**src/hdl/sbq_pkg.sv**
```systemverilog
// Shared types, constants and codes for the stereo biquad filter.
`timescale 1ns / 1ps

package sbq_pkg;

  // Fixed formats of the channel payloads and the coefficient registers.
  localparam int SAMPLE_BITS    = 24;
  localparam int COEF_BITS      = 32;
  localparam int COEF_FRAC_BITS = 28;
  localparam int STATE_BITS     = 48;
  // Accumulator width: a rounded product stays within 2^43 in magnitude, so
  // the sum of two products and one delay value fits with margin.
  localparam int ACC_BITS       = STATE_BITS + 2;

  // Configuration port geometry.
  localparam int NUM_REGS  = 5;
  localparam int ADDR_BITS = 5;
  localparam int DATA_BITS = 32;

  typedef logic signed [COEF_BITS-1:0]   coef_t;
  typedef logic signed [SAMPLE_BITS-1:0] sample_t;

  // One input item.
  typedef struct packed {
    sample_t left_in;
    sample_t right_in;
    logic    block_end;
  } in_t;

  // One result item.
  typedef struct packed {
    sample_t left_out;
    sample_t right_out;
    logic    block_end_out;
  } out_t;

  // The shared coefficient set.
  typedef struct packed {
    coef_t b0;
    coef_t b1;
    coef_t b2;
    coef_t a1;
    coef_t a2;
  } coef_set_t;

  // Register indexes on the configuration port.
  typedef enum logic [2:0] {
    REG_B0 = 3'd0,
    REG_B1 = 3'd1,
    REG_B2 = 3'd2,
    REG_A1 = 3'd3,
    REG_A2 = 3'd4
  } reg_idx_t;

  // Top level sequencer states.
  typedef enum logic [1:0] {
    ST_IDLE,
    ST_RUN,
    ST_DONE
  } state_t;

  // Steps of one channel's pass through the shared multiplier.
  typedef enum logic [3:0] {
    S_B0X = 4'd0,
    S_B1X = 4'd1,
    S_B2X = 4'd2,
    S_OUT = 4'd3,
    S_A1Y = 4'd4,
    S_A2Y = 4'd5,
    S_FB1 = 4'd6,
    S_D1  = 4'd7,
    S_D2  = 4'd8
  } step_t;

  // Operand pair fed to the multiplier.
  typedef enum logic [2:0] {
    MUL_NONE,
    MUL_B0X,
    MUL_B1X,
    MUL_B2X,
    MUL_A1Y,
    MUL_A2Y
  } mul_op_t;

  // Accumulator operation.
  typedef enum logic [1:0] {
    ACC_HOLD,
    ACC_LOAD_D1,
    ACC_LOAD_D2,
    ACC_ADD
  } acc_op_t;

  // Control word from the sequencer to the datapath.
  typedef struct packed {
    logic    ch;
    mul_op_t mul_op;
    acc_op_t acc_op;
    logic    y_en;
    logic    d2_load;
    logic    d1_sat;
    logic    d2_sat;
  } ctl_t;

endpackage

```
**src/hdl/sbq_regs.sv**
```systemverilog
// APB-style coefficient register file for the stereo biquad filter.
`timescale 1ns / 1ps

module sbq_regs #(
  parameter int COEF_FRAC_BITS = sbq_pkg::COEF_FRAC_BITS
) (
  input  logic                                clk,
  input  logic                                rst_n,
  input  logic                                psel,
  input  logic                                penable,
  input  logic                                pwrite,
  input  logic [sbq_pkg::ADDR_BITS-1:0]       paddr,
  input  logic [sbq_pkg::DATA_BITS-1:0]       pwdata,
  output logic [sbq_pkg::DATA_BITS-1:0]       prdata,
  output logic                                pready,
  output sbq_pkg::coef_set_t                  coefs
);

  // Unity gain in the coefficient format.
  localparam sbq_pkg::coef_t B0_RESET = sbq_pkg::coef_t'(1) << COEF_FRAC_BITS;

  sbq_pkg::coef_set_t coefs_r;
  sbq_pkg::coef_set_t coefs_nxt;
  sbq_pkg::reg_idx_t  idx;
  logic               wr_en;

  assign idx    = sbq_pkg::reg_idx_t'(paddr[sbq_pkg::ADDR_BITS-1:2]);
  assign wr_en  = psel & penable & pwrite;
  assign pready = 1'b1;
  assign coefs  = coefs_r;

  // Register write decode; addresses past the list are ignored.
  always_comb begin
    coefs_nxt = coefs_r;
    if (wr_en) begin
      unique case (idx)
        sbq_pkg::REG_B0: coefs_nxt.b0 = pwdata;
        sbq_pkg::REG_B1: coefs_nxt.b1 = pwdata;
        sbq_pkg::REG_B2: coefs_nxt.b2 = pwdata;
        sbq_pkg::REG_A1: coefs_nxt.a1 = pwdata;
        sbq_pkg::REG_A2: coefs_nxt.a2 = pwdata;
        default: ;
      endcase
    end
  end

  // Read decode.
  always_comb begin
    unique case (idx)
      sbq_pkg::REG_B0: prdata = coefs_r.b0;
      sbq_pkg::REG_B1: prdata = coefs_r.b1;
      sbq_pkg::REG_B2: prdata = coefs_r.b2;
      sbq_pkg::REG_A1: prdata = coefs_r.a1;
      sbq_pkg::REG_A2: prdata = coefs_r.a2;
      default:         prdata = '0;
    endcase
  end

  // Coefficients reset to a pass-through filter: b0 is one, the rest zero.
  always_ff @(posedge clk) begin
    if (!rst_n) begin
      coefs_r <= '{b0: B0_RESET, b1: '0, b2: '0, a1: '0, a2: '0};
    end else begin
      coefs_r <= coefs_nxt;
    end
  end

endmodule

```
**src/hdl/sbq_mac.sv**
```systemverilog
// Shared multiply, round and accumulate datapath with the filter delay state.
`timescale 1ns / 1ps

module sbq_mac #(
  parameter int COEF_FRAC_BITS = sbq_pkg::COEF_FRAC_BITS
) (
  input  logic               clk,
  input  logic               rst_n,
  input  sbq_pkg::ctl_t      ctl,
  input  sbq_pkg::coef_set_t coefs,
  input  sbq_pkg::sample_t   x_left,
  input  sbq_pkg::sample_t   x_right,
  output sbq_pkg::sample_t   y_left,
  output sbq_pkg::sample_t   y_right
);

  localparam int SB         = sbq_pkg::SAMPLE_BITS;
  localparam int AW         = sbq_pkg::ACC_BITS;
  localparam int STW        = sbq_pkg::STATE_BITS;
  localparam int PROD_W     = SB + sbq_pkg::COEF_BITS;
  localparam int PROD_SHIFT = SB - 13;
  localparam int OUT_SHIFT  = COEF_FRAC_BITS + 13 - SB;
  localparam int RND_W      = (PROD_W + 1 > AW) ? PROD_W + 1 : AW;

  localparam logic signed [RND_W-1:0] PROD_HALF = RND_W'(1) << (PROD_SHIFT - 1);

  localparam logic signed [AW-1:0] ST_MAX = {{(AW-STW+1){1'b0}}, {(STW-1){1'b1}}};
  localparam logic signed [AW-1:0] ST_MIN = {{(AW-STW+1){1'b1}}, {(STW-1){1'b0}}};
  localparam logic signed [AW:0]   SM_MAX = {{(AW-SB+2){1'b0}}, {(SB-1){1'b1}}};
  localparam logic signed [AW:0]   SM_MIN = {{(AW-SB+2){1'b1}}, {(SB-1){1'b0}}};

  // Saturate a wide value to the sample range.
  function automatic sbq_pkg::sample_t sat_out(input logic signed [AW:0] v);
    logic signed [AW:0] c;
    c = v;
    if (v > SM_MAX) c = SM_MAX;
    if (v < SM_MIN) c = SM_MIN;
    return c[SB-1:0];
  endfunction

  sbq_pkg::coef_t          mul_coef;
  sbq_pkg::sample_t        mul_opnd;
  sbq_pkg::sample_t        x_sel;
  logic signed [PROD_W-1:0] prod_r, prod_nxt;
  logic signed [RND_W-1:0]  rnd_ext, rnd_sum, rnd_sh;
  logic signed [AW-1:0]     rnd_r, rnd_nxt;
  logic signed [AW-1:0]     acc_r, acc_nxt, acc_opa;
  logic signed [STW-1:0]    state_sat;
  sbq_pkg::sample_t         y_conv;
  sbq_pkg::sample_t         y_r [2];
  logic signed [STW-1:0]    d1_r [2];
  logic signed [STW-1:0]    d2_r [2];
  logic signed [STW-1:0]    d1_nxt, d2_nxt;

  assign x_sel   = ctl.ch ? x_right : x_left;
  assign y_left  = y_r[0];
  assign y_right = y_r[1];

  // Operand selection for the shared multiplier.
  always_comb begin
    unique case (ctl.mul_op)
      sbq_pkg::MUL_B0X: begin mul_coef = coefs.b0; mul_opnd = x_sel;       end
      sbq_pkg::MUL_B1X: begin mul_coef = coefs.b1; mul_opnd = x_sel;       end
      sbq_pkg::MUL_B2X: begin mul_coef = coefs.b2; mul_opnd = x_sel;       end
      sbq_pkg::MUL_A1Y: begin mul_coef = coefs.a1; mul_opnd = y_r[ctl.ch]; end
      sbq_pkg::MUL_A2Y: begin mul_coef = coefs.a2; mul_opnd = y_r[ctl.ch]; end
      default:          begin mul_coef = '0;       mul_opnd = '0;          end
    endcase
  end

  assign prod_nxt = (ctl.mul_op == sbq_pkg::MUL_NONE) ? prod_r : mul_coef * mul_opnd;

  // Round each product half up to the state format.
  assign rnd_ext = RND_W'(prod_r);
  assign rnd_sum = rnd_ext + PROD_HALF;
  assign rnd_sh  = rnd_sum >>> PROD_SHIFT;
  assign rnd_nxt = rnd_sh[AW-1:0];

  // Single accumulator adder: rounded product plus a delay value or the sum.
  always_comb begin
    unique case (ctl.acc_op)
      sbq_pkg::ACC_LOAD_D1: acc_opa = AW'(d1_r[ctl.ch]);
      sbq_pkg::ACC_LOAD_D2: acc_opa = AW'(d2_r[ctl.ch]);
      default:              acc_opa = acc_r;
    endcase
    acc_nxt = (ctl.acc_op == sbq_pkg::ACC_HOLD) ? acc_r : acc_opa + rnd_r;
  end

  // Saturation of a new delay value.
  always_comb begin
    state_sat = acc_r[STW-1:0];
    if (acc_r > ST_MAX) state_sat = ST_MAX[STW-1:0];
    if (acc_r < ST_MIN) state_sat = ST_MIN[STW-1:0];
  end

  // Conversion of the accumulator to an output sample.
  generate
    if (OUT_SHIFT > 0) begin : g_out_rnd
      localparam logic signed [AW:0] OUT_HALF = (AW + 1)'(1) << (OUT_SHIFT - 1);
      logic signed [AW:0] o_sum;
      logic signed [AW:0] o_sh;
      assign o_sum  = (AW + 1)'(acc_r) + OUT_HALF;
      assign o_sh   = o_sum >>> OUT_SHIFT;
      assign y_conv = sat_out(o_sh);
    end else if (OUT_SHIFT == 0) begin : g_out_eq
      assign y_conv = sat_out((AW + 1)'(acc_r));
    end else begin : g_out_lsh
      localparam int LSH = -OUT_SHIFT;
      sbq_pkg::sample_t   y0;
      logic signed [AW:0] ysh;
      assign y0     = sat_out((AW + 1)'(acc_r));
      assign ysh    = (AW + 1)'(y0) <<< LSH;
      assign y_conv = sat_out(ysh);
    end
  endgenerate

  // Next delay values for the channel at work.
  always_comb begin
    d1_nxt = d1_r[ctl.ch];
    d2_nxt = d2_r[ctl.ch];
    if (ctl.d1_sat)  d1_nxt = state_sat;
    if (ctl.d2_load) d2_nxt = rnd_r[STW-1:0];
    if (ctl.d2_sat)  d2_nxt = state_sat;
  end

  // Datapath pipeline registers.
  always_ff @(posedge clk) begin
    prod_r <= prod_nxt;
    rnd_r  <= rnd_nxt;
    acc_r  <= acc_nxt;
    if (ctl.y_en) begin
      y_r[ctl.ch] <= y_conv;
    end
  end

  // Filter delay state, cleared by reset.
  always_ff @(posedge clk) begin
    if (!rst_n) begin
      d1_r[0] <= '0;
      d1_r[1] <= '0;
      d2_r[0] <= '0;
      d2_r[1] <= '0;
    end else begin
      d1_r[ctl.ch] <= d1_nxt;
      d2_r[ctl.ch] <= d2_nxt;
    end
  end

endmodule

```
**src/hdl/stereo_biquad_filter.sv**
```systemverilog
// Top level of the stereo biquad filter: handshakes, sequencer and result register.
//
//   Channel | Ports                                      | Payload
//   --------+--------------------------------------------+---------------------
//   input   | in_valid, in_ready, in_data                | sbq_pkg::in_t
//   result  | out_valid, out_ready, out_data             | sbq_pkg::out_t
//   config  | psel, penable, pwrite, paddr, pwdata,      | five Q3.28 coefs
//           | prdata, pready                             | at byte 4*index
//
// An item is accepted, then makes nine steps per channel (left then right)
// through the single shared multiplier, and then loads the result register. The
// feedback products wait for the rounded output sample, which sets the nine steps.
// in_ready is high only while idle. A finished item waits in the output register,
// so the next item is accepted while out_ready is low; the load waits while it is full.
// Reset clears the delay state and loads the pass-through coefficients.
`timescale 1ns / 1ps

module stereo_biquad_filter #(
  parameter int COEF_FRAC_BITS = sbq_pkg::COEF_FRAC_BITS
) (
  input  logic                          clk,
  input  logic                          rst_n,
  input  logic                          in_valid,
  output logic                          in_ready,
  input  sbq_pkg::in_t                  in_data,
  output logic                          out_valid,
  input  logic                          out_ready,
  output sbq_pkg::out_t                 out_data,
  input  logic                          psel,
  input  logic                          penable,
  input  logic                          pwrite,
  input  logic [sbq_pkg::ADDR_BITS-1:0] paddr,
  input  logic [sbq_pkg::DATA_BITS-1:0] pwdata,
  output logic [sbq_pkg::DATA_BITS-1:0] prdata,
  output logic                          pready
);

  sbq_pkg::state_t    state_r, state_nxt;
  sbq_pkg::step_t     step_r, step_nxt;
  logic               ch_r, ch_nxt;
  logic               out_valid_r, out_valid_nxt;
  sbq_pkg::in_t       in_data_r, in_data_nxt;
  sbq_pkg::out_t      out_data_r, out_data_nxt;
  sbq_pkg::ctl_t      ctl;
  sbq_pkg::coef_set_t coefs;
  sbq_pkg::sample_t   y_left;
  sbq_pkg::sample_t   y_right;

  assign out_valid = out_valid_r;
  assign out_data  = out_data_r;

  sbq_regs #(
    .COEF_FRAC_BITS (COEF_FRAC_BITS)
  ) u_regs (
    .clk     (clk),
    .rst_n   (rst_n),
    .psel    (psel),
    .penable (penable),
    .pwrite  (pwrite),
    .paddr   (paddr),
    .pwdata  (pwdata),
    .prdata  (prdata),
    .pready  (pready),
    .coefs   (coefs)
  );

  sbq_mac #(
    .COEF_FRAC_BITS (COEF_FRAC_BITS)
  ) u_mac (
    .clk     (clk),
    .rst_n   (rst_n),
    .ctl     (ctl),
    .coefs   (coefs),
    .x_left  (in_data_r.left_in),
    .x_right (in_data_r.right_in),
    .y_left  (y_left),
    .y_right (y_right)
  );

  // Step decode: which product enters the multiplier and what the
  // accumulator and delay registers do in each cycle of a channel pass.
  always_comb begin
    ctl        = '0;
    ctl.ch     = ch_r;
    ctl.mul_op = sbq_pkg::MUL_NONE;
    ctl.acc_op = sbq_pkg::ACC_HOLD;
    if (state_r == sbq_pkg::ST_RUN) begin
      unique case (step_r)
        sbq_pkg::S_B0X: ctl.mul_op = sbq_pkg::MUL_B0X;
        sbq_pkg::S_B1X: ctl.mul_op = sbq_pkg::MUL_B1X;
        sbq_pkg::S_B2X: begin
          ctl.mul_op = sbq_pkg::MUL_B2X;
          ctl.acc_op = sbq_pkg::ACC_LOAD_D1;
        end
        sbq_pkg::S_OUT: begin
          ctl.y_en   = 1'b1;
          ctl.acc_op = sbq_pkg::ACC_LOAD_D2;
        end
        sbq_pkg::S_A1Y: begin
          ctl.mul_op  = sbq_pkg::MUL_A1Y;
          ctl.d2_load = 1'b1;
        end
        sbq_pkg::S_A2Y: ctl.mul_op = sbq_pkg::MUL_A2Y;
        sbq_pkg::S_FB1: ctl.acc_op = sbq_pkg::ACC_ADD;
        sbq_pkg::S_D1: begin
          ctl.d1_sat = 1'b1;
          ctl.acc_op = sbq_pkg::ACC_LOAD_D2;
        end
        sbq_pkg::S_D2:  ctl.d2_sat = 1'b1;
        default: ;
      endcase
    end
  end

  // Sequencer next state and handshake outputs.
  always_comb begin
    state_nxt     = state_r;
    step_nxt      = step_r;
    ch_nxt        = ch_r;
    in_data_nxt   = in_data_r;
    out_data_nxt  = out_data_r;
    out_valid_nxt = out_valid_r & ~out_ready;
    in_ready      = 1'b0;
    unique case (state_r)
      sbq_pkg::ST_IDLE: begin
        in_ready = 1'b1;
        if (in_valid) begin
          in_data_nxt = in_data;
          step_nxt    = sbq_pkg::S_B0X;
          ch_nxt      = 1'b0;
          state_nxt   = sbq_pkg::ST_RUN;
        end
      end
      sbq_pkg::ST_RUN: begin
        if (step_r == sbq_pkg::S_D2) begin
          step_nxt = sbq_pkg::S_B0X;
          ch_nxt   = 1'b1;
          if (ch_r) begin
            state_nxt = sbq_pkg::ST_DONE;
          end
        end else begin
          step_nxt = sbq_pkg::step_t'(step_r + 4'd1);
        end
      end
      sbq_pkg::ST_DONE: begin
        // Load the result once the output register is free.
        if (!out_valid_r || out_ready) begin
          out_data_nxt.left_out      = y_left;
          out_data_nxt.right_out     = y_right;
          out_data_nxt.block_end_out = in_data_r.block_end;
          out_valid_nxt              = 1'b1;
          state_nxt                  = sbq_pkg::ST_IDLE;
        end
      end
      default: state_nxt = sbq_pkg::ST_IDLE;
    endcase
  end

  // Control registers.
  always_ff @(posedge clk) begin
    if (!rst_n) begin
      state_r     <= sbq_pkg::ST_IDLE;
      step_r      <= sbq_pkg::S_B0X;
      ch_r        <= 1'b0;
      out_valid_r <= 1'b0;
    end else begin
      state_r     <= state_nxt;
      step_r      <= step_nxt;
      ch_r        <= ch_nxt;
      out_valid_r <= out_valid_nxt;
    end
  end

  // Payload registers.
  always_ff @(posedge clk) begin
    in_data_r  <= in_data_nxt;
    out_data_r <= out_data_nxt;
  end

endmodule
```
**config.mk**
```make
export PLATFORM = sky130hd
export DESIGN_NAME = stereo_biquad_filter
export DESIGN_NICKNAME = d
export VERILOG_FILES = /design/src/hdl/sbq_pkg.sv /design/src/hdl/sbq_regs.sv /design/src/hdl/sbq_mac.sv /design/src/hdl/stereo_biquad_filter.sv
export SDC_FILE = /design/constraint.sdc
export NUM_CORES = 2
export LEC_CHECK = 0
export ABC_AREA = 1
export BUFFER_PORTS_ARGS = -buffer_cell sky130_fd_sc_hd__buf_2
export CAP_MARGIN = 20
export CORE_MARGIN = 2
export CORE_UTILIZATION = 50
export DETAILED_ROUTE_END_ITERATION = 8
export PLACE_DENSITY_LB_ADDON = 0.25
export SLEW_MARGIN = 20
export SYNTH_ARGS = -nofsm -noshare
export SYNTH_HDL_FRONTEND = slang
export SYNTH_HIERARCHICAL = 1
export SYNTH_SLANG_ARGS = --single-unit
export TNS_END_PERCENT = 5
```
**constraint.sdc**
```tcl
create_clock -name clk -period 23.8 [get_ports clk]
set_input_delay 7.14 -clock clk [delete_from_list [all_inputs] [get_ports clk]]
set_output_delay 7.14 -clock clk [all_outputs]
set_load 0.02 [all_outputs]
```
# Word level (Yosys, flattened, before mapping)
# Memory sizes are Yosys's and may differ from the RTL's. A register that Yosys moved wholly into a read port is not among the register bits.
# Cells that the tools add are included.
# classes
addsub,4
multipliers,1
n_div,0
order_cmp,4
n_eq_ne,25
shift,0
n_mux,49
bitwise,4
reduce_logical,23
# ops
cell,n
$mux 48,7
$pmux 32 s5,2
$pmux 50 s2,1
$reduce_or 48->1,2
$mux 24,3
$add 56x12->57 const B,1
$mul 32x24->56,1
$add 50x18->51 const B,1
$add 50x46->50,1
$gt 50x48->1 const B,1
$lt 50x48->1 const B,1
$pmux 24 s2,1
$gt 34x24->1 const B,1
$lt 34x24->1 const B,1
$mux 1,23
$eq 4x3->1 const B,4
$reduce_and 2->1,8
$pmux 3 s5,1
$eq 3x2->1 const B,4
$pmux 2 s3,2
$eq 3x3->1 const B,3
$mux 9,1
$eq 4x2->1 const B,2
$mux 2,4
23 further kinds,34
# word_totals
register_bits,370
latchBits,0
ramBits,240
mem_bits_ro,0
input_bits,93
out_inout_bits,84
n_memories,3
# memory_table
memory,words,word_bits,rd,rd_clocked_by_memory_dff,wr,line,source
u_mac.d1_r,2,48,1,1,2,sbq_mac.sv:51,logic signed [STW-1:0] d1_r [2];
u_mac.d2_r,2,48,1,1,2,sbq_mac.sv:52,logic signed [STW-1:0] d2_r [2];
u_mac.y_r,2,24,3,3,1,sbq_mac.sv:50,sbq_pkg::sample_t y_r [2];

# Longest topological paths before layout
# depth
ltp_word,8
depth_mapped,45
mapped_depth_nobuf,41

# Modules after synthesis
# The synthesis kept the hierarchy.
# modules_own_cells
module,instances,cells_per_inst,area_per_inst_um2,seq_area_each_um2
sbq_mac,1,6047,50668.6,11010.6
sbq_regs,1,1273,7986.4,3203.1
stereo_biquad_filter,1,180,3473.3,3103.0

# Worst setup path after synthesis
# Ideal clock, no wire load.
# synth_timing
kind,in2out
from,input port paddr[4] (netlist bit)
to,output port prdata[10] (netlist bit)
arrival_ns,8.114
required_time_ns,16.660
slack_ns,8.546
path_stages,9
path_buffers,4
cell_sequence,buf_6 > inv_4 > buf_6 > buf_4 > buf_2 > nand4_1 > nand2_1 > nor2_1 > nand2_1
# synth_between
elab_chain_len,2
# synth_rtl
element,line,source
"start, declared",stereo_biquad_filter.sv:32,"input logic [sbq_pkg::ADDR_BITS-1:0] paddr,"
$eq 3x3->1 (tied with other cells),sbq_regs.sv:49,unique case (idx)
$pmux 32 s5 (*),sbq_regs.sv:49,
"end, declared",stereo_biquad_filter.sv:34,"output logic [sbq_pkg::DATA_BITS-1:0] prdata,"
# Every way passes the cells marked *; elsewhere a longest branch is shown, timed or not.

# Worst setup path after layout
# layout_timing
from,input port paddr[4] (netlist bit)
to,output port prdata[23] (netlist bit)
# The elaborated chain is that of the path after synthesis.

==> results by group <==
Setup path
  – Critical path's top delay family: simple AND/OR/NAND/NOR gates
  – Bufs and invs on worst path: 4
  – Worst path max stage delay: 0.85 ns
  – Crit-path slowest cell: nor2_4
  – CP arrival: 9.84 ns
  – CP Capture Type: output pin
  – Critical Path Most Common Cell: nand2_1
  – Critical path required time: 16.66 ns
  – Max Fanout on Critical Path: 84
  – Crit-path cells: buf_2, inv_4, nand2_1, nor2_4, nand2_1, nand2_1, inv_1, nand2_1, buf_2
  – Critical setup path kind: primary input to output pin
  – Startpoint types: primary input

Pwr
  – Pwr Density: 46.7 mW/mm^2
  – Clk pwr share: 38.0%
  – P_int: 2.12 mW
  – Sw Ratio: 31.9%
  – Psw: 0.992 mW
  – VDD IR max: 49.7 uV
  – Sequential power share: 42.0%
  – Leakage: 30.3 nW
  – Logic pwr share: 20.0%

Placed design
  – IO Port Bufs: 173
  – Placed cells: 9,066
  – Pre-CTS setup slack: 6.93 ns
  – Placed cell areas: 0.0642 sq mm
  – GPL Wtd Cong: 1.01
  – Detail Placement HPWL: 147 mm

Clocking
  – Worst-path clk slew: 0.06 ns
  – Hold buffers post-CTS: 0
  – Num CTS Buffers: 75
  – # Post-CTS Setup Buffers: 0
  – H-tree depth: 3
  – CTS tree: done
  – Sink Count: 648
  – Clock Latency Late Sink: 0.68 ns
  – Resized Gates After CTS: 0
  – Clock Tree Buf Depth: 3
  – Root Buffer: clkbuf_16

Synth
  – Ys flop type: edfxtp_1
  – Post-Syn Nets: 8,580
  – Top cell type's share of synthesized area: 25.2%
  – Synth area leader: fa_1
  – Synth unique cells: 64
  – Post-synth EDFFs: 434
  – Post-synthesis cell area: 0.0621 sq mm
  – Largest cells by area after synthesis: fa_1 25%, edfxtp_1 21%, nand2_1 11%
  – Most common cell in the synthesized netlist: nand2_1
  – Syn Area/Cell: 8.28 sq um
  – Register area share after synthesis: 27.9%
  – Ys async rst share: 0%
  – Warnings from Yosys: 6
  – Post-synth top cells: 1,791 x nand2_1, 1,231 x inv_1, 922 x nor2_1
  – Gate Count Post-Synth: 7,500
  – Seq cells post-synth: 648

Floorplan
  – Chip Height: 357 um
  – Initial Utilization: 50.3%
  – I/O pin count: 177
  – Std cell rows: 129
  – Core Area: 0.123 sq mm
  – Die area: 0.127 sq mm
  – Die width: 357 um

GRT
  – Grt ovf: 0
  – Gr usage total: 31.4%
  – Largest net degree at the start of global routing: 106
  – First-pass GRT wire length: 304 mm
  – Number of global-route vias before repair: 52.2k
  – Antenna violations before repair: 5

Timing
  – Max Fclk: 0.0589 GHz
  – Setup slack after layout: 6.82 ns
  – Worst Tran Pin Value: 1.09 ns
  – Worst Skew: 0.0368 ns
  – Max-slew violations: 0
  – Minimum clock period: 16.98 ns
  – Setup TNS: 0 ns
  – Final Hold Fails: 0
  – Setup violators final: 0
  – Period utilisation layout: 71.3%
  – Relative max-transition margin: 27.0%
  – RSZ-0062 raised after global routing: false

Min path
  – Min-delay worst type: flip-flop to flip-flop

Routing
  – Vias after detailed routing: 51.5k
  – WL final: 198 mm
  – Drt wl/cell: 21.5 um
  – Routed Antenna Nets: 0
  – 1st-pass router iterations: 6
  – DR DRC count: 0
  – Vias per inst: 5.59
  – Initial DRC count: 4,632

Status
  – Status: finished clean

Layout
  – Util after Layout: 54.1%
  – Layout area overhead: 7.46%
  – Final instance area: 0.0668 sq mm
  – Share of layout cells above drive strength 1: 7.53%
  – Layout Nets: 8,586
  – Post-Layout Cell Count: 9,208

Job
  – Max-Cap Viols: 0
-- power groups by stage --
stage | registers [mW] | clock network [mW] | logic, mW
after global placement | 1.33 | 0 | 0.604
after global routing | 1.31 | 1.24 | 0.673
after detailed placement | 1.33 | 0 | 0.608
after floorplan | 1.31 | 0 | 0.389
final | 1.31 | 1.18 | 0.623
after CTS | 1.31 | 1.20 | 0.611
-- cells in the final DEF, fill, tap and decap left out, drive strengths merged, types with 2 or more instances in the layout --
master,n
dfxtp,214
a211oi,2
nor3,61
a21boi,11
nand3b,2
xnor2,41
ha,204
clkinvlp,4
buf,261
a221oi,2
mux2i,46
and3,19
a22o,30
a311oi,3
nor2,960
inv,1261
o21ai,187
a21o,16
clkbuf,108
o211ai,94
fa,783
nor4,18
a31oi,12
xor2,127
or2,4
clkinv,36
o21bai,11
bufinv,3
nand4,76
nand3,282
o21a,6
o221a,2
nand2,1820
edfxtp,434
diode,3
a21oi,421
o2111ai,3
-- state kept, by name, indices dropped and copies added (netlist names) --
register      count
ch_r              1
in_data_r        49
out_data         49
out_valid         1
state_r           2
step_r            4
u_mac/acc_r      50
u_mac/d1_r       96
u_mac/d2_r       96
u_mac/prod_r     46
u_mac/rnd_r      46
u_mac/y_r        48
u_regs/coefs    160
-- per-layer routing --
layer | up-vias | share of wire, % | track usage [%]
met3 | 536 | 8.1 | 5.66
met2 | 2327 | 47 | 52.0
met1 | 25300 | 38 | 39.2
li1 | 23300 | - | -
met4 | 2 | 6.0 | 16.8
met5 | - | 0.0061 | 0
-- logic make-up after synthesis --
| logic type | Yosys count | share of synthesized area (%) |
|---|---|---|
| mux | 46 | 0.741 |
| flops | 648 | 27.9 |
| compound gates | 803 | 8.01 |
| xor+xnor | 168 | 2.37 |
| other cells | 1 | 0.00604 |
| buf+inv | 1605 | 10.3 |
| simple gates | 3242 | 21.4 |
| fa+ha+maj | 987 | 29.3 |
-- final timing paths --
kind	cells past startpoint	to	slack (ns)	start
min	0	out_data[0]	0.43	in_data_r[0]
min reg2reg	0	out_data[0]	0.43	in_data_r[0]
max reg2reg	37	u_mac/prod_r[53]	12.72	step_r[0]
max	9	prdata[23]	6.82	paddr[4]
-- through the flow --
| stage | hold WS, ns | power [mW] |
|---|---|---|
| floorplan | 0.400 | 1.69 |
| detailed placement | 0.411 | 1.94 |
| CTS | 0.419 | 3.12 |
| global placement | 0.406 | 1.94 |
| finish | 0.430 | 3.11 |
| global route | 0.426 | 3.22 |
-- final cells by class --
cell class / instances / area [sq um]
clock inverter: 31 / 355
sequential: 648 / 17300
inverter: 1273 / 4800
antenna: 3 / 7.51
clock buffer: 108 / 2210
tap: 1637 / 2050
multi-input combinational: 5247 / 38500
timing repair buffer: 261 / 1540
fill: 11700 / 56700
Power figures use the tool's default switching activity.
